$ cat config.mk
export PLATFORM = sky130hd
export DESIGN_NAME = hre_window
export DESIGN_NICKNAME = d
export VERILOG_FILES = /design/src/sv/hre_pkg.sv /design/src/sv/hre_window.sv
export SDC_FILE = /design/constraint.sdc
export NUM_CORES = 1
export LEC_CHECK = 0
export BUFFER_PORTS_ARGS = -buffer_cell sky130_fd_sc_hd__buf_2
export CAP_MARGIN = 20
export CORE_AREA = 2 2 191 193
export CTS_BUF_LIST = sky130_fd_sc_hd__clkbuf_16
export DETAILED_ROUTE_END_ITERATION = 16
export DIE_AREA = 0 0 193 195
export PLACE_DENSITY = 0.5
export SKIP_LAST_GASP = 1
export SLEW_MARGIN = 20
export SYNTH_ARGS = -nofsm -noshare
export SYNTH_HDL_FRONTEND = slang
export SYNTH_SLANG_ARGS = --single-unit
$ cat constraint.sdc
create_clock -name clk -period 2.9 [get_ports clk]
set_clock_uncertainty 0.05 [all_clocks]
set_input_delay 0.58 -clock clk [delete_from_list [all_inputs] [get_ports clk]]
set_output_delay 0.58 -clock clk [all_outputs]
set_load 0.1 [all_outputs]
$ cat src/sv/hre_pkg.sv
// ----------------------------------------------------------------------------
// hre_pkg
// shared widths, constants and types of the heat recovery efficiency filter
// ----------------------------------------------------------------------------
package hre_pkg;

	localparam int TEMP_W    = 12;
	localparam int DIFF_W    = TEMP_W + 1;
	localparam int MAG_W     = TEMP_W;
	localparam int EFF_W     = 15;
	localparam int EFF_FULL  = 25600;
	localparam int PROD_W    = $clog2((2 ** MAG_W - 1) * EFF_FULL + 1);
	localparam int WIN_LEN   = 16;
	localparam int WIN_AW    = $clog2(WIN_LEN);
	localparam int SUM_W     = $clog2(WIN_LEN * EFF_FULL + 1);
	localparam int DIV_STEPS = EFF_W;
	localparam int DIV_CW    = $clog2(DIV_STEPS);

	localparam logic [EFF_W-1:0] EFF_FULL_V = EFF_W'(EFF_FULL);

	typedef enum logic [1:0] {
		DM_ZERO,
		DM_FULL,
		DM_CALC
	} div_mode_t;

	typedef enum logic [1:0] {
		WIN_IDLE,
		WIN_FILL,
		WIN_READ,
		WIN_PUSH
	} win_op_t;

	typedef struct packed {
		win_op_t             op;
		logic [WIN_AW-1:0]   addr;
	} win_ctl_t;

	typedef enum logic [2:0] {
		ST_IDLE,
		ST_DIFF,
		ST_START,
		ST_DIV,
		ST_FILL,
		ST_READ,
		ST_PUSH,
		ST_OUT
	} state_t;

endpackage

$ cat src/sv/hre_window.sv
// ----------------------------------------------------------------------------
// hre_window
// moving average window: sample store, running sum and average
// ----------------------------------------------------------------------------
module hre_window import hre_pkg::*; (
	input  logic             clk,
	input  logic             arst_n,
	input  win_ctl_t         ctl,
	input  logic [EFF_W-1:0] sample,
	output logic [EFF_W-1:0] avg
);

	logic [EFF_W-1:0] mem_q [WIN_LEN];
	logic [EFF_W-1:0] rd_q;
	logic [SUM_W-1:0] sum_q;

	always_ff @(posedge clk) begin
		if (ctl.op == WIN_FILL || ctl.op == WIN_PUSH) begin
			mem_q[ctl.addr] <= sample;
		end
		if (ctl.op == WIN_READ) begin
			rd_q <= mem_q[ctl.addr];
		end
	end

	always_ff @(posedge clk or negedge arst_n) begin
		if (!arst_n) begin
			sum_q <= '0;
		end else begin
			case (ctl.op)
				WIN_FILL: sum_q <= SUM_W'(sample) << WIN_AW;
				WIN_PUSH: sum_q <= sum_q - SUM_W'(rd_q) + SUM_W'(sample);
				default:  sum_q <= sum_q;
			endcase
		end
	end

	assign avg = EFF_W'(sum_q >> WIN_AW);

endmodule

Word-level counts from Yosys, hierarchy flattened. Memories as Yosys holds them, arrays and structs flattened. A register that Yosys moved wholly into a read port is not among the register bits. Cells that the tools add are included. W data, S select, Z words.

Logic and storage cells: 12. Memories: 1. RAM bits: 240. Latch bits: 0. ROM bits: 0. Flip-flop bits (word level): 19. Input bits: 23. Output and inout port bits: 15.

Bitwise gates (word level): 0. Equal/unequal tests: 3. $add $sub $neg: 2. Divide/modulo/power cells: 0. Shifts and indexed selects: 0. Magnitude comparators: 0. Multipliers: 0. Reduce and logical (&&, ||, !) cells: 2. Multiplexer cells: 3.

Memories: mem_q (words 16, width 15, rd ports 1, clocked after Yosys merged registers in 1, wr ports 1, line hre_window.sv:13) `logic [EFF_W-1:0] mem_q [WIN_LEN];`.

Operators by type and width (number): $pmux W19 S2 (1); $add A19 B15 Y19 (1); $sub A19 B15 Y19 (1); $eq A2 B2 Y1 const B (2); $eq A2 B1 Y1 const B (1); $mux W1 (2); $reduce_bool A2 Y1 (1); $logic_or A1 B1 Y1 (1).

Logic depth before layout (Yosys ltp).
Depth in word-level cells: 4. Mapped depth: 12. Depth with buffers taken out: 12.

Worst setup path after synthesis. No wires, ideal clock.

Kind: input-to-reg. From: input ctl[2] in the netlist's numbering. To: memory mem_q[0][0], enable pin. Slack: -0.295 ns. Cell stages on the path: 4. Arrival: 2.739 ns. Required time: 2.444 ns. Path through: clkbuf_1 -> buf_2 -> or3b_2 -> nor3_1.

RTL lines: start: declaration (line hre_window.sv:8) `input win_ctl_t ctl,`; end: declaration (line hre_window.sv:13).

No word-level cell before the write port.

Worst setup path after layout.
From: register sum_q[1]. To: register sum_q[18].

Longest elaborated chain between the ends: 3.

RTL lines: start: declaration (line hre_window.sv:15) `logic [SUM_W-1:0] sum_q;`; start signal: assignment (line hre_window.sv:31) `WIN_FILL: sum_q <= SUM_W'(sample) << WIN_AW;`; start signal: assignment (line hre_window.sv:32) `WIN_PUSH: sum_q <= sum_q - SUM_W'(rd_q) + SUM_W'(sample);`; start signal: assignment (line hre_window.sv:33) `default: sum_q <= sum_q;`; $sub A19 B15 Y19 (line hre_window.sv:32); $add A19 B15 Y19 (line hre_window.sv:32); $pmux W19 S2 (line hre_window.sv:30) `case (ctl.op)`.

No other way between the ends. A chain may end at the register's enable or synchronous reset.

==> results.py <==
metrics = {
    "detailed_routing": {
        "postRouteAntennaNets": 0,
        "drc": 0,
        "num_vias": 6413,
        "drt-total-wl_um": 29100,
        "wirelength_met1_um": 13300,
        "routed.top_layer": "met4",
        "route.met3.wl_um": 995,
        "dr.first_iter.drc_count": 459,
        "route.met2.wl_um": 14400,
        "wl_per_cell_um": 22.6,
        "drtPass1Iterations": 5,
        "vias_per_cell": 4.97,
    },
    "grt": {
        "grt_usage_pct": 15.8,
        "antenna_found_initial": 0,
        "grt_start_max_net_pins": 68,
        "grt_pass1_wl_um": 43800,
        "gr-total-overflow": 0,
        "grt_pass1_vias": 6913,
    },
    "floorplan": {
        "start_util_pct": 33.7,
        "die_w_um": 193,
        "num_io_pins": 38,
        "die_area_um2": 37600,
        "coreArea_um2": 35400,
        "die_y_um": 195,
        "fp-row-count": 69,
    },
    "timing": {
        "max_freq_mhz": 347,
        "fin_crit_sh_pct": 99.5,
        "worstMarginPinSlew_ns": 0.543,
        "slew_viol_final": 0,
        "slew_headroom_pct": 63.8,
        "worst_slack_ns": 0.0152,
        "setup_violations": 0,
        "rsz0062_at_grt": "yes",
        "hold_viol_final": 0,
        "fin_crit_ns": 2.88,
    },
    "worst_setup_path": {
        "crit_required_ns": 3.28,
        "r2r-end": "sum_q[18]$_DFFE_PN0P_",
        "end_kind": "register",
        "rrSetupSlack_ns": 0.02,
        "crit_type": "reg2reg",
        "cp.arrival_ns": 3.27,
        "reg2reg_depth": 11,
        "cp_max_fo": 3,
        "critical_path.startpoint": "sum_q[1]$_DFFE_PN0P_",
        "cpMaxStageDelayCell": "fa_1",
        "cp_top_family": "compound AO/OA/AOI/OAI gates",
        "path_depth": 11,
        "path_buf_inv": 2,
        "reg2reg_from": "sum_q[1]$_DFFE_PN0P_",
        "cpPeakStageDelay_ns": 0.54,
        "path_cells": "inv_1 -> fa_1 -> inv_2 -> fa_2 -> a211o_1 -> a21oi_4 -> nor4_4 -> a311o_1 -> a311oi_2 -> mux2i_1 -> a21oi_1",
        "startpoint_type": "register",
    },
    "clock_network": {
        "clkSinkCount": 274,
        "clkTransAtPathRegs_ns": 0.06,
        "cts_tree": "built",
        "root_buffer": "clkbuf_16",
        "h-tree-depth": 1,
        "cts_buffers": 30,
        "cts_max_path_buffers": 3,
        "clock_latency_ns": 0.56,
    },
    "logic_synthesis": {
        "yosysSeqAreaShare_pct": 68.1,
        "synth_commonest_cells": "edfxtp_1 (255), mux4_2 (75), inv_1 (66)",
        "yosysMostFrequentCell": "edfxtp_1",
        "ys_ff_latch": 274,
        "syn_nets": 733,
        "ys_types": 48,
        "synth.top_cell.area_share_pct": 64.1,
        "netlist_instances": 676,
        "syn_area_um2": 11900,
        "ys_warn_count": 0,
        "synth_edf_count": 255,
        "netlist.top_cell.by_area": "edfxtp_1",
        "avgSynthCellArea_um2": 17.7,
        "async_flop_share_pct": 6.93,
        "ys.flop_type": "edfxtp_1",
        "ys_top_cells_by_area": "edfxtp_1 (64%), mux4_2 (14%), dfrtp_1 (4.0%), fa_1 (2.5%), inv_1 (2.1%)",
    },
    "hold_path": {
        "worstHoldEndpoint": "mem_q[0][10]$_DFFE_PP_",
        "hp-class": "in2reg",
        "min_from": "sample[10]",
        "whs_path_depth": 1,
    },
    "finish": {
        "num_antenna_cells": 0,
        "area_growth_pct": 20.9,
        "layoutNonFillerInstCount": 1290,
        "nets": 862,
        "fill_cells": 3234,
        "drive_above_1_share_pct": 36.2,
    },
    "pwr": {
        "ir_drop_mv": 0.863,
        "powerDensity_nw_per_um2": 881,
        "p_leak_nw": 5.27,
    },
    "place": {
        "pre_cts_ws_ns": -0.553,
        "dp_hpwl_um": 19900,
        "io_buffers": 37,
        "place_inst": 1232,
        "place_congestion": 0.821,
    },
    "run_status": {
        "status": "finished, final reports clean",
    },
    "flow_run": {
        "cap_violations": 0,
    },
}
==> layer usage <==
layer	vias up	track usage, %
met5	-	0
met4	0	3.65
met3	29	1.78
met2	115	26.5
met1	3376	22.3
li1	2893	-
==> sequential cells by signal, summed over array words and instances (netlist names) <==
signal,cells
mem_q,240
rd_q,15
sum_q,19
==> layout by cell type, fill, tap and decap left out, types with 3 or more instances in the layout <==
cell	netlist	layout
mux2i_1	3	3
buf_2	8	34
xnor2_1	9	9
xor2_1	4	4
nor3_2	0	4
a21o_1	12	12
nand4_1	4	4
buf_12	0	4
clkinv_2	0	5
o21ai_0	13	11
nand2_1	12	12
clkinv_4	0	3
edfxtp_1	255	255
a211o_1	3	3
dfrtp_1	19	19
buf_4	15	104
o221ai_1	6	4
inv_1	66	74
bufinv_16	0	3
nor2_2	0	12
ha_1	19	17
a31oi_1	4	3
nand2b_1	3	3
a21oi_1	26	24
nor2_1	35	23
fa_1	15	14
mux4_2	75	75
nand3_1	11	11
clkbuf_16	0	30
==> what timing repair did <==
action                                  in CTS  in global routing
pin swaps                                    4                  3
hold buffers                                 1                  0
endpoints found under the setup margin       3                  9
endpoints found under the hold margin       19                  0
setup buffers                                0                  1
resized for setup                            1                 13
==> cell type report <==
cell class / count / area, um^2 / area share (%)
clock inverter: 26 / 214 / 1.48
timing repair buffer: 145 / 1060 / 7.32
multi-input combinational: 288 / 3440 / 23.9
inverter: 66 / 255 / 1.77
sequential: 274 / 8130 / 56.4
clock buffer: 30 / 751 / 5.20
tap: 461 / 577 / 4.00
==> worst max-delay path by stage <==
stage | end | slack (ns)
6_report | sum_q[18]$_DFFE_PN0P_ | 0.02
2_1_floorplan | sum_q[18]$_DFFE_PN0P_ | -0.15
5_1_grt | sum_q[18]$_DFFE_PN0P_ | -0.15
3_5_place_dp | sum_q[18]$_DFFE_PN0P_ | -0.55
3_3_place_gp | sum_q[18]$_DFFE_PN0P_ | -0.45
4_1_cts | sum_q[18]$_DFFE_PN0P_ | -0.009
==> stage by stage <==
| step | utilization [%] | total power, mW | instance area (um^2) | TNS [ns] | hold slack, ns |
|---|---|---|---|---|---|
| finish | 40.8 | 12.7 | 14400 | 0 | 0.277 |
| global placement | 37.8 | 8.95 | 13400 | -3.94 | 0.467 |
| global route | 40.8 | 13.4 | 14400 | -0.152 | 0.268 |
| detailed placement | 37.8 | 8.97 | 13400 | -4.52 | 0.486 |
| CTS | 40.6 | 12.7 | 14400 | -0.00900 | 0.256 |
| floorplan | - | 7.72 | 12000 | -0.150 | 0.234 |
==> cell families (layout without fill, tap and decap cells) <==
family	after synthesis	count (layout)	synth area share, %
buffers and inverters	114	267	4.14
adders and majority gates	34	34	4.51
AOI/OAI and AO/OA	82	82	4.61
DFF	274	274	68.1
and+or+nand+nor	81	81	3.26
muxes	78	78	14.4
xor gates and xnor gates	13	13	0.954
==> report_power, final <==
group,switching [mW],internal (mW)
clock network,1.53,2.15
logic,2.59,1.79
registers,0.126,4.53
(Power assumes the default switching activity.)
