**src/sv/hre_pkg.sv**
```systemverilog
// ----------------------------------------------------------------------------
// hre_pkg
// shared widths, constants and types of the heat recovery efficiency filter
// ----------------------------------------------------------------------------
package hre_pkg;

	localparam int TEMP_W    = 12;
	localparam int DIFF_W    = TEMP_W + 1;
	localparam int MAG_W     = TEMP_W;
	localparam int EFF_W     = 15;
	localparam int EFF_FULL  = 25600;
	localparam int PROD_W    = $clog2((2 ** MAG_W - 1) * EFF_FULL + 1);
	localparam int WIN_LEN   = 16;
	localparam int WIN_AW    = $clog2(WIN_LEN);
	localparam int SUM_W     = $clog2(WIN_LEN * EFF_FULL + 1);
	localparam int DIV_STEPS = EFF_W;
	localparam int DIV_CW    = $clog2(DIV_STEPS);

	localparam logic [EFF_W-1:0] EFF_FULL_V = EFF_W'(EFF_FULL);

	typedef enum logic [1:0] {
		DM_ZERO,
		DM_FULL,
		DM_CALC
	} div_mode_t;

	typedef enum logic [1:0] {
		WIN_IDLE,
		WIN_FILL,
		WIN_READ,
		WIN_PUSH
	} win_op_t;

	typedef struct packed {
		win_op_t             op;
		logic [WIN_AW-1:0]   addr;
	} win_ctl_t;

	typedef enum logic [2:0] {
		ST_IDLE,
		ST_DIFF,
		ST_START,
		ST_DIV,
		ST_FILL,
		ST_READ,
		ST_PUSH,
		ST_OUT
	} state_t;

endpackage

```
**src/sv/hre_div.sv**
```systemverilog
// ----------------------------------------------------------------------------
// hre_div
// bit-serial ratio unit: |num| * 25600 / |den|, one quotient bit per cycle
// ----------------------------------------------------------------------------
module hre_div import hre_pkg::*; (
	input  logic                     clk,
	input  logic                     arst_n,
	input  logic                     start,
	input  logic signed [DIFF_W-1:0] num,
	input  logic signed [DIFF_W-1:0] den,
	output logic                     done,
	output logic [EFF_W-1:0]         quot
);

	logic [MAG_W-1:0]  an;
	logic [MAG_W-1:0]  ad;
	logic [PROD_W-1:0] prod;
	div_mode_t         mode;

	logic              busy_q;
	logic [DIV_CW-1:0] cnt_q;
	logic              done_q;
	div_mode_t         mode_q;
	logic [MAG_W-1:0]  ad_q;
	logic [MAG_W-1:0]  rem_q;
	logic [EFF_W-1:0]  shr_q;

	logic [MAG_W:0]    trial;
	logic [MAG_W:0]    trial_sub;
	logic              ge;

	always_comb begin
		an   = num[DIFF_W-1] ? MAG_W'(-num) : num[MAG_W-1:0];
		ad   = den[DIFF_W-1] ? MAG_W'(-den) : den[MAG_W-1:0];
		prod = PROD_W'(an) * PROD_W'(EFF_FULL);
		if (den == '0) begin
			mode = (num != '0 && !num[DIFF_W-1]) ? DM_FULL : DM_ZERO;
		end else if (num == '0 || num[DIFF_W-1] != den[DIFF_W-1]) begin
			mode = DM_ZERO;
		end else if (an >= ad) begin
			mode = DM_FULL;
		end else begin
			mode = DM_CALC;
		end
	end

	assign trial     = {rem_q, shr_q[EFF_W-1]};
	assign trial_sub = trial - {1'b0, ad_q};
	assign ge        = trial >= {1'b0, ad_q};

	always_ff @(posedge clk or negedge arst_n) begin
		if (!arst_n) begin
			busy_q <= 1'b0;
			cnt_q  <= '0;
			done_q <= 1'b0;
		end else begin
			done_q <= 1'b0;
			if (start) begin
				busy_q <= 1'b1;
				cnt_q  <= '0;
			end else if (busy_q) begin
				cnt_q <= cnt_q + 1'b1;
				if (cnt_q == DIV_CW'(DIV_STEPS - 1)) begin
					busy_q <= 1'b0;
					done_q <= 1'b1;
				end
			end
		end
	end

	// remainder stays below the divisor, quotient bits shift in at the bottom
	always_ff @(posedge clk) begin
		if (start) begin
			mode_q <= mode;
			ad_q   <= ad;
			rem_q  <= MAG_W'(prod >> EFF_W);
			shr_q  <= prod[EFF_W-1:0];
		end else if (busy_q) begin
			rem_q <= ge ? trial_sub[MAG_W-1:0] : trial[MAG_W-1:0];
			shr_q <= {shr_q[EFF_W-2:0], ge};
		end
	end

	always_comb begin
		unique case (mode_q)
			DM_FULL: quot = EFF_FULL_V;
			DM_CALC: quot = shr_q;
			default: quot = '0;
		endcase
	end

	assign done = done_q;

endmodule

```
**config.mk**
```make
export PLATFORM = sky130hd
export DESIGN_NAME = hre_div
export DESIGN_NICKNAME = d
export VERILOG_FILES = /design/src/sv/hre_pkg.sv /design/src/sv/hre_div.sv
export SDC_FILE = /design/constraint.sdc
export NUM_CORES = 1
export LEC_CHECK = 0
export ABC_CLOCK_PERIOD_IN_PS = 3030
export BUFFER_PORTS_ARGS = -buffer_cell sky130_fd_sc_hd__clkbuf_2
export CAP_MARGIN = 20
export CORE_MARGIN = 5
export CORE_UTILIZATION = 50
export CTS_CLUSTER_SIZE = 40
export DETAILED_ROUTE_END_ITERATION = 6
export GPL_ROUTABILITY_DRIVEN = 0
export PLACE_DENSITY = 0.69
export SKIP_CTS_REPAIR_TIMING = 1
export SKIP_LAST_GASP = 1
export SYNTH_ARGS = -nofsm -noshare
export SYNTH_HDL_FRONTEND = slang
export SYNTH_SLANG_ARGS = --single-unit
```
**constraint.sdc**
```tcl
create_clock -name clk -period 3.03 [get_ports clk]
set_input_delay 0.606 -clock clk [delete_from_list [all_inputs] [get_ports clk]]
set_output_delay 0.606 -clock clk [all_outputs]
set_load 0.005 [all_outputs]
```
Word-level counts from Yosys, hierarchy flattened
Index checks and enable logic that the tools add are counted.
- register bits: 47
- output and inout port bits: 16
- word-level logic and storage cells: 46
- $add $sub $neg: 4
- multipliers: 1
- order comparisons: 2
- equality and inequality tests: 4
- mux-type cells: 20
- reductions and logical operators: 7
- operators by type and width (operator ; count):
    $mux 12 ; 5
    $mux 15 ; 2
    $pmux 15 s2 ; 1
    $logic_not 13->1 ; 2
    $neg 12->12 ; 2
    $mul 12x5->17 const B ; 1
    $ge 13x12->1 ; 1
    $reduce_bool 13->1 ; 1
    $ge 12x12->1 ; 1
    $sub 12x12->12 ; 1
    $mux 4 ; 2
    $mux 1 ; 7
    $mux 2 ; 3
    $add 4x1->4 const B ; 1
    $eq 4x4->1 const B ; 1
    $eq 2x1->1 const B ; 1
    $eq 2x2->1 const B ; 1
    $reduce_bool 2->1 ; 1
    $logic_and 1x1->1 ; 1
    $logic_not 1->1 ; 1
    $logic_or 1x1->1 ; 1
    $ne 1x1->1 ; 1

Depth between registers and ports, before layout
Gate-level depths: netlist of run 1.
- depth after elaboration: 6
- depth in mapped cells: 19

Worst setup path before layout of run 1
Ideal clock, no wire load.
- path type: input to register
- from: input port num[0]
- to: register rem_q[10], data pin
- setup time: 0.261 ns
- arrival time: 4.478 ns
- required time: 2.769 ns
- setup slack: -1.709 ns
- cell stages on the path: 19
- path buffers: 0
- path through: inv_1 -> ha_1 -> or3b_4 -> or4_4 -> o21ai_0 -> xor2_1 -> inv_1 -> ha_1 -> ha_1 -> inv_1 -> fa_1 -> inv_1 -> ha_1 -> a21o_1 -> a21o_1 -> a21oi_1 -> o21ai_0 -> mux2i_1 -> a311o_1
- cells in the longest elaborated chain, start to end: 4
- ends and longest elaborated chain (element ; line ; source):
    from (decl) ; hre_div.sv:9 ; input logic signed [DIFF_W-1:0] num,
    $neg 12->12 ; hre_div.sv:33 ; an = num[DIFF_W-1] ? MAG_W'(-num) : num[MAG_W-1:0];
    $mux 12 * ; hre_div.sv:33 ;
    $mul 12x5->17 * ; hre_div.sv:35 ; prod = PROD_W'(an) * PROD_W'(EFF_FULL);
    $mux 12 * ; hre_div.sv:73 ; if (start) begin
    to (signal assigned) ; hre_div.sv:76 ; rem_q <= MAG_W'(prod >> EFF_W);
    to (signal assigned) ; hre_div.sv:79 ; rem_q <= ge ? trial_sub[MAG_W-1:0] : trial[MAG_W-1:0];
    to (decl) ; hre_div.sv:25 ; logic [MAG_W-1:0] rem_q;
Mark *: on every way between the ends. The rest lies on a longest branch, timed or not.
A chain may end at the register's enable or synchronous reset.

Worst setup path after layout of run 1
- from: input port num[1]
- to: register rem_q[10], data pin
The elaborated chain is that of the path after synthesis.

==> results of run 1 <==
==> synthesized netlist by cell type, drive strengths merged (3+ instances only) <==
| library cell | instances |
|---|---|
| nor3 | 6 |
| xnor2 | 26 |
| a41oi | 4 |
| mux2i | 12 |
| a31oi | 3 |
| nor2 | 39 |
| dfrtp | 6 |
| buf | 4 |
| a211oi | 11 |
| o21ai | 29 |
| nand4 | 7 |
| nand2b | 12 |
| ha | 70 |
| a21oi | 23 |
| o211ai | 3 |
| xor2 | 18 |
| and2 | 12 |
| o21bai | 3 |
| fa | 7 |
| dfxtp | 10 |
| clkbuf | 10 |
| nor4 | 4 |
| o31ai | 5 |
| o31a | 3 |
| or4 | 3 |
| a31o | 3 |
| nand2 | 33 |
| a311o | 3 |
| inv | 59 |
| edfxtp | 31 |
| o41ai | 3 |
| nand3 | 9 |
| a21o | 15 |
==> sequential cells by signal, indices dropped and copies added, names as in the netlist <==
signal and count:
ad_q 12, busy_q 1, shr_q 15, cnt_q 4
mode_q 2, done 1, rem_q 12
==> where the power goes <==
group	internal, uW	switching (uW)	leakage, uW	total (uW)
Clock	217	244	0.0000573	461
Combinational	1650	1720	0.00251	3370
Sequential	869	78.2	0.000480	948
==> final cells by class <==
cell class,instances,area share [%]
timing repair buffer,143,16.0
tap,108,2.06
multi-input combinational,389,57.1
clock buffer,6,1.43
sequential,47,19.5
inverter,60,3.74
clock inverter,2,0.229
==> through the flow <==
stage | cell area [um^2] | cells | total power, uW | setup TNS, ps | utilization, %
floorplan | 4710 | 510 | 2730 | -10700 | -
global placement | 5660 | 735 | 3460 | -16490 | 64.3
detailed placement | 5660 | 735 | 3530 | -17380 | 64.3
CTS | 5770 | 743 | 4000 | -12980 | 65.5
global route | 6560 | 755 | 5100 | -12220 | 74.5
finish | 6560 | 755 | 4780 | -10790 | 74.5
==> path summary, 6_finish.rpt <==
path | slack (ps) | cells after the start | endpoint | start
setup / recovery | -1360 | 20 | rem_q[10]$_DFFE_PP_ | num[1]
hold / removal | 90 | 1 | cnt_q[2]$_DFFE_PN0P_ | arst_n
setup reg to reg | 310 | 9 | rem_q[10]$_DFFE_PP_ | shr_q[14]$_DFFE_PP_
hold reg to reg | 520 | 2 | shr_q[0]$_SDFFE_PP0P_ | shr_q[0]$_SDFFE_PP0P_
max in group asynchronous | 2800 | 1 | cnt_q[1]$_DFFE_PN0P_ | arst_n
min in group clk | 520 | 2 | shr_q[0]$_SDFFE_PP0P_ | shr_q[0]$_SDFFE_PP0P_
==> cells in the final DEF (no fill, tap or decap), drive strengths merged, types with 11 or more instances in the layout <==
cell type and count:
a211oi 11, a21o 15, a21oi 23, and2 12, buf 101, clkbuf 48
edfxtp 31, ha 70, inv 61, mux2i 12, nand2 33, nand2b 12
nor2 39, o21ai 29, xnor2 26, xor2 18
==> logic make-up after synthesis <==
family,Yosys count
AO/OA/AOI/OAI,118
XOR/XNOR,44
adder cells (fa/ha/maj),78
buffers and inverters,74
flip-flops,47
multiplexers,12
AND/OR/NAND/NOR,137
==> layer usage <==
| layer | GRT usage [%] | up-vias | part of all wire, % | wire (um) |
|---|---|---|---|---|
| met3 | 1.22 | 31 | 3.0 | 409 |
| met5 | 0 | - | 0 | 0 |
| met4 | 6.29 | 0 | 3.1 | 432 |
| li1 | - | 2090 | - | - |
| met2 | 33.7 | 113 | 53 | 7230 |
| met1 | 25.4 | 2121 | 41 | 5680 |
==> flow_summary_export.csv, run 1 <==
group,metric,value,unit
global_routing,grt_pass1_wl,18000,um
cells_and_area,diodes,0,
timing,max_freq,228,MHz
timing,worst_slew_pin_slew,523,ps
run_status,status,"finished, violations left",
setup_path,crit_fanout,3,
timing,fin_crit_sh,145,%
cts,h-tree-depth,2,
drt,dr.pass1.iters,4,
drt,wl_per_cell,18.2,um
synthesis,avgSynthCellArea,8.96,um^2
synthesis,synth_cell_types,58,
hold_path,holdCritPathClass,"input port to async pin",
setup_path,crit_chain,"buf_12, inv_12, ha_4, or3b_4, or4_4, o21ai_2, xor2_1, inv_1, ha_4, ha_4, inv_2, fa_1, inv_1, ha_4, a21o_1, a21o_1, a21oi_2, o21ai_1, mux2i_1, a311o_1",
job,maxCapViolations,0,
timing,skew,9.12,ps
cts,cts_tree,"yes",
cells_and_area,ff_latch_area,0.00128,mm^2
place,pre_cts_slack,-1760,ps
place,portBuffers,44,
drt,viasPerCell,5.77,
global_routing,grt_pass1_vias,3939,
setup_path,slowest_delay,470,ps
synthesis,synth_cells,510,
setup_path,cp.required,3110,ps
cells_and_area,nFillCells,580,
synthesis,synth_fa_ha_area_share,22.5,%
synthesis,synthXorXnorAreaFrac,8.43,%
timing,post-route-min-period,4390,ps
setup_path,slowest_stage,"or4_4",
pwr,power_density,729,mW/mm^2
setup_path,crit_buf_inv,5,
timing,slew_viol_final,0,
setup_path,worstPathArrival,4470,ps
drt,drc,0,
setup_path,start_kind,"input port",
cells_and_area,multi_input_area,0.00375,mm^2
cells_and_area,syn2layout_area_growth,43.6,%
synthesis,synth_top_cells_by_area,"edfxtp_1 20%, ha_1 19%, xnor2_1 5.0%",
timing,slew_headroom,64.9,%
synthesis,ys_async_sr_fraction,12.8,%
setup_path,path_delay_family,"adder cells",
synthesis,synth_area,0.00457,mm^2
cells_and_area,layout.nets,752,
cells_and_area,drive_gt1_share,37.1,%
cts,root_buffer,"clkbuf_8",
floorplan,fp.dieW,106,um
floorplan,die_h,106,um
synthesis,syn_nets,616,
timing,hold_violations,0,
drt,drtIter0Drc,236,
run_status,violations,"setup timing",
place,dp_hpwl,9070,um
global_routing,grt_max_degree,32,
synthesis,synthFlopType,"edfxtp_1",
floorplan,die-area,0.0112,mm^2
synthesis,synth_top_area_share,20.4,%
synthesis,synth-compound-area-share,17.3,%
synthesis,synth_area_leader_cell,"edfxtp_1",
synthesis,ys_seq_area_share,28.0,%
floorplan,core,0.00881,mm^2
timing,grt_setup_unrepaired,"yes",
synthesis,synth_mux_area_share,2.63,%
global_routing,overflow,0,
floorplan,start_util,51.9,%
synthesis,synth-seq-cells,47,
global_routing,antenna_found_initial,0,
floorplan,fp-row-count,34,
pwr,p_leak,0.00304,uW
synthesis,yosys.area_share.simple,15.0,%
setup_path,cp-end-kind,"flip-flop",
setup_path,path_class,"input port to flip-flop",
drt,wirelength,13700,um
timing,setup_viol,13,
cts,cts_buffer_depth,2,
cts,numCtsBuffers,5,
global_routing,grt_usage,19.3,%
synthesis,synth_top_family_by_area,"adder cells",
setup_path,crit_path_frequent_cell,"ha_4",
cts,cts.sinks,47,
timing,hold_ws,90.5,ps
drt,postRouteAntennaNets,0,
timing,fin_ws,-1360,ps
synthesis,synth_enable_flop_cells,31,
cts,path_clk_slew,100,ps
synthesis,yosys_warnings,0,
pwr,peakVddDrop,0.000337,V
cts,clkLatencyLatePin,320,ps
drt,vias,4355,
floorplan,io_pins,45,
Power figures use the tool's default switching activity.
==> run 2, diff against run 1 <==
- ABC_CLOCK_PERIOD_IN_PS: 3030 -> 4500
- SETUP_SLACK_MARGIN: default -> 0.02
- clock period: 3.03 -> 4.5 ns (I/O delays scaled with it)
==> flow_summary_export.csv, run 2 (synthesized netlist as in run 1, its figures left out) <==
group,metric,value,unit
run_status,status,"finished, violations left",
place,dp_hpwl,8580,um
floorplan,fp.dieW,106,um
drt,vias,3990,
pwr,p_int,1680,uW
cells_and_area,drive_gt1_share,26.7,%
cts,clkLatencyLatePin,310,ps
drt,wl_per_cell,15.9,um
setup_path,worstPathArrival,4680,ps
floorplan,io_pins,45,
setup_path,reg2regPathDepth,7,
pwr,switchingPower,1220,uW
drt,wl_met1,5100,um
pwr,p_clk_share,10.4,%
pwr,totalPowerFinal,2890,uW
drt,dr.pass1.iters,4,
drt,met2_length,5780,um
drt,wirelength,11400,um
cells_and_area,final_area,0.00578,mm^2
drt,viasPerCell,5.55,
global_routing,overflow,0,
drt,drc,0,
timing,setup_viol,4,
pwr,combPwrFrac,67.5,%
timing,worst_slew_pin_slew,934,ps
cells_and_area,top_regs,"shr_q (15), ad_q (12), rem_q (12)",
cells_and_area,regMostFlops,"shr_q",
timing,slew_viol_final,0,
setup_path,start_kind,"input port",
cts,cts_tree,"yes",
timing,fin_crit_sh,103,%
cells_and_area,largest_register_ff_count,15,
timing,tns,-388,ps
cells_and_area,layout.nets,716,
timing,slew_headroom,37.5,%
timing,grt_setup_unrepaired,"yes",
cts,path_clk_slew,100,ps
pwr,power_density,501,mW/mm^2
place,portBuffers,44,
global_routing,grt_max_degree,53,
setup_path,cp.required,4560,ps
cts,root_buffer,"clkbuf_8",
global_routing,grt_pass1_vias,3919,
floorplan,die-area,0.0112,mm^2
hold_path,holdCritPathClass,"input port to async pin",
cells_and_area,diodes,0,
run_status,violations,"setup timing",
cells_and_area,syn2layout_area_growth,26.4,%
cts,cts_buffer_depth,2,
timing,hold_violations,0,
drt,drtIter0Drc,207,
floorplan,core,0.00881,mm^2
global_routing,grt_pass1_wl,18100,um
global_routing,grt_usage,19.5,%
setup_path,crit_fanout,3,
pwr,swShare,42.1,%
drt,postRouteAntennaNets,0,
job,maxCapViolations,0,
pwr,peakVddDrop,0.000266,V
cts,cts.sinks,47,
setup_path,path_class,"input port to flip-flop",
timing,skew,7.27,ps
place,pre_cts_slack,-582,ps
place,dpl_cell_area,0.00538,mm^2
floorplan,die_h,106,um
cells_and_area,final_cell_mix,"63 x buf_4, 57 x ha_1, 55 x inv_1, 42 x clkbuf_2, 37 x nor2_1",
drt,topRoutingLayerUsed,"met4",
global_routing,antenna_found_initial,0,
cts,numCtsBuffers,5,
timing,post-route-min-period,4620,ps
cts,h-tree-depth,2,
setup_path,cp-end-kind,"flip-flop",
floorplan,fp-row-count,34,
cells_and_area,final_common_cell,"buf_4",
timing,max_freq,216,MHz
drt,wl_met3,401,um
pwr,p_leak,0.00279,uW
pwr,seqPwrFrac,22.0,%
timing,fin_ws,-120,ps
floorplan,start_util,51.9,%
run 2: cell types whose count changed in the layout (fill, tap and decap cells not counted), moves of 4 or more:
cell,before,now
buf_4,83,63
ha_1,40,57
ha_4,30,13
buf_6,17,1
xnor2_1,18,25
inv_1,50,55
inv_2,7,2
a21oi_1,17,21
o21ai_1,6,2
o21ai_2,2,6
xnor2_4,4,0
run 2: final timing paths:
check,slack [ps],endpoint,from
max,-120,rem_q[11]$_DFFE_PP_,num[1]
min,400,cnt_q[0]$_DFFE_PN0P_,arst_n
max reg2reg,1710,rem_q[5]$_DFFE_PP_,rem_q[1]$_DFFE_PP_
min reg2reg,500,shr_q[0]$_SDFFE_PP0P_,shr_q[0]$_SDFFE_PP0P_
max in group asynchronous,3960,cnt_q[3]$_DFFE_PN0P_,arst_n
min in group clk,500,shr_q[0]$_SDFFE_PP0P_,shr_q[0]$_SDFFE_PP0P_
run 2: stage by stage:
stage                     hold WS (ps)  utilization (%)  instances
after floorplan                    458                -        510
after global placement             483             61.1        707
after detailed placement           495             61.1        707
after CTS                          399             62.3        715
after global routing               392             65.6        719
final                              398             65.6        719
run 2: critical path, cell delays in order:
cell and delay [ps]:
buf_12 110, inv_12 40, ha_4 110, or3b_4 370, or4_4 470, o21ai_2 150
xor2_1 180, inv_1 110, ha_4 230, ha_4 260, inv_2 30, fa_1 510
inv_2 50, ha_4 170, nor4_4 280, o21ai_2 110, nand2_1 90, o21ai_1 70
mux2i_1 140, a211o_1 280
run 2: final cells by class:
type                    instances  area (um^2)
clock buffers                   6         93.8
clock inverters                 2         15.0
fillers                       688         3030
inverters                      60          245
multi-input cells             389         3290
flip-flops and latches         47         1280
well taps                     108          135
repair buffers                107          714
run 2: power by group through the flow:
stage | clock, uW | sequential (uW) | combinational (uW)
finish | 302 | 637 | 1950
global route | 328 | 647 | 2170
CTS | 307 | 636 | 1680
detailed placement | 0 | 646 | 1650
global placement | 0 | 644 | 1620
floorplan | 0 | 626 | 1160
run 2: metal layers:
layer	vias up	track usage, %
met5	-	0
met4	0	4.72
met3	9	1.83
met2	78	33.8
met1	1889	26.2
li1	2014	-
==> run 3, diff against run 2 <==
- PLACE_DENSITY: 0.69 -> default
- PLACE_DENSITY_LB_ADDON: default -> 0.3
==> flow_summary_export.csv, run 3 (synthesized netlist as in run 1, its figures left out) <==
group,metric,value,unit
run_status,status,"finished, violations left",
run_status,violations,"setup timing",
global_routing,grt_usage,19.5,%
floorplan,fp-row-count,34,
drt,viasPerCell,5.62,
cells_and_area,layout.nets,715,
global_routing,grt_pass1_vias,3964,
cts,cts_buffer_depth,2,
cts,root_buffer,"clkbuf_8",
cells_and_area,drive_gt1_share,26.4,%
place,placed_cells_incl_taps,706,
floorplan,start_util,51.9,%
setup_path,ff2ff_setup_slack,1750,ps
setup_path,cp.required,4560,ps
place,portBuffers,44,
pwr,power_density,488,mW/mm^2
cts,clkLatencyLatePin,300,ps
setup_path,r2r_start,"ad_q[6]$_DFFE_PP_",
timing,slew_headroom,34.6,%
timing,grt_setup_unrepaired,"yes",
timing,skew,3.05,ps
global_routing,overflow,0,
place,pre_cts_slack,-657,ps
drt,vias,4036,
timing,max_freq,218,MHz
hold_path,holdCritPathClass,"input port to async pin",
global_routing,grt_max_degree,58,
cells_and_area,diodes,0,
cells_and_area,regMostFlops,"shr_q",
pwr,peakVddDrop,0.000202,V
cts,cts_tree,"yes",
drt,dr.pass1.iters,5,
cells_and_area,multi_input_area,0.00323,mm^2
setup_path,start_kind,"input port",
cells_and_area,largest_register_ff_count,15,
cells_and_area,final_cell_mix,"61 x buf_4, 60 x ha_1, 52 x inv_1, 42 x clkbuf_2, 38 x nor2_1",
floorplan,io_pins,45,
timing,fin_ws,-94.6,ps
cts,cts.sinks,47,
cells_and_area,top_regs,"shr_q (15), ad_q (12), rem_q (12)",
cells_and_area,syn2layout_area_growth,24.9,%
drt,wl_per_cell,15.4,um
floorplan,fp.dieW,106,um
global_routing,antenna_found_initial,0,
setup_path,crit_fanout,3,
timing,slew_viol_final,0,
global_routing,grt_pass1_wl,18200,um
cts,path_clk_slew,90,ps
setup_path,r2r-end,"rem_q[10]$_DFFE_PP_",
drt,postRouteAntennaNets,0,
floorplan,die-area,0.0112,mm^2
floorplan,die_h,106,um
drt,drc,0,
cts,numCtsBuffers,5,
cells_and_area,layout.cells.non_filler,718,
cells_and_area,final_common_cell,"buf_4",
drt,drtIter0Drc,198,
setup_path,worstPathArrival,4660,ps
drt,wirelength,11100,um
cts,h-tree-depth,2,
place,dp_hpwl,8780,um
setup_path,path_class,"input port to flip-flop",
timing,worst_slew_pin_slew,977,ps
job,maxCapViolations,0,
pwr,p_leak,0.00278,uW
timing,fin_crit_sh,102,%
setup_path,reg2regPathDepth,8,
timing,hold_violations,0,
cells_and_area,nFillCells,698,
timing,post-route-min-period,4590,ps
cells_and_area,ff_latch_area,0.00128,mm^2
floorplan,core,0.00881,mm^2
setup_path,cp-end-kind,"flip-flop",
timing,setup_viol,3,
## run 3: per-stage QoR
stage	util [%]	hold WS, ps	TNS (ps)	cell area [um^2]	power (uW)
after floorplan	-	458	-820	4640	1790
after global placement	61.0	483	-2780	5370	2250
after detailed placement	61.0	506	-3560	5370	2300
after CTS	62.2	392	-1270	5480	2620
after global routing	64.8	396	-841	5710	3030
final	64.8	400	-209	5710	2790
## run 3: worst max-delay path by stage
stage | start | endpoint | slack [ps] | cells after the start
floorplan | num[1] | rem_q[10]$_DFFE_PP_ | -300 | 19
global placement | num[1] | rem_q[10]$_DFFE_PP_ | -510 | 20
detailed placement | num[1] | rem_q[11]$_DFFE_PP_ | -660 | 20
CTS | num[1] | rem_q[11]$_DFFE_PP_ | -350 | 20
global route | num[1] | rem_q[10]$_DFFE_PP_ | -220 | 20
finish | num[1] | rem_q[11]$_DFFE_PP_ | -90 | 17
## run 3: power by group
group / total (uW) / internal, uW / switching [uW]
combinational: 1850 / 883 / 963
clock: 302 / 146 / 156
sequential: 637 / 585 / 51.6
total: 2790 / 1610 / 1170
## run 3: layout make-up
class | instances | share of cell area (%)
clock inverters | 2 | 0.263
flip-flops and latches | 47 | 22.4
multi-input cells | 389 | 56.5
inverters | 60 | 4.30
repair buffers | 106 | 12.4
clock buffers | 6 | 1.64
well taps | 108 | 2.37
## run 3: routing by layer
metal | GRT usage (%) | vias to the layer above | wire (um)
li1 | - | 2023 | -
met1 | 25.6 | 1899 | 4990
met2 | 34.2 | 99 | 5510
met3 | 1.59 | 15 | 321
met4 | 6.29 | 0 | 272
met5 | 0 | - | 0
## run 3: worst max-delay path, stage by stage
cell     delay [ps]
buf_12          110
inv_12           40
ha_4            110
or3b_4          370
or4_4           460
o41ai_2         260
xnor2_1         200
ha_1            280
ha_1            300
ha_1            300
ha_1            320
a21o_1          180
a21o_1          190
a21oi_2         140
o21ai_2          70
mux2i_1         130
a211o_1         270
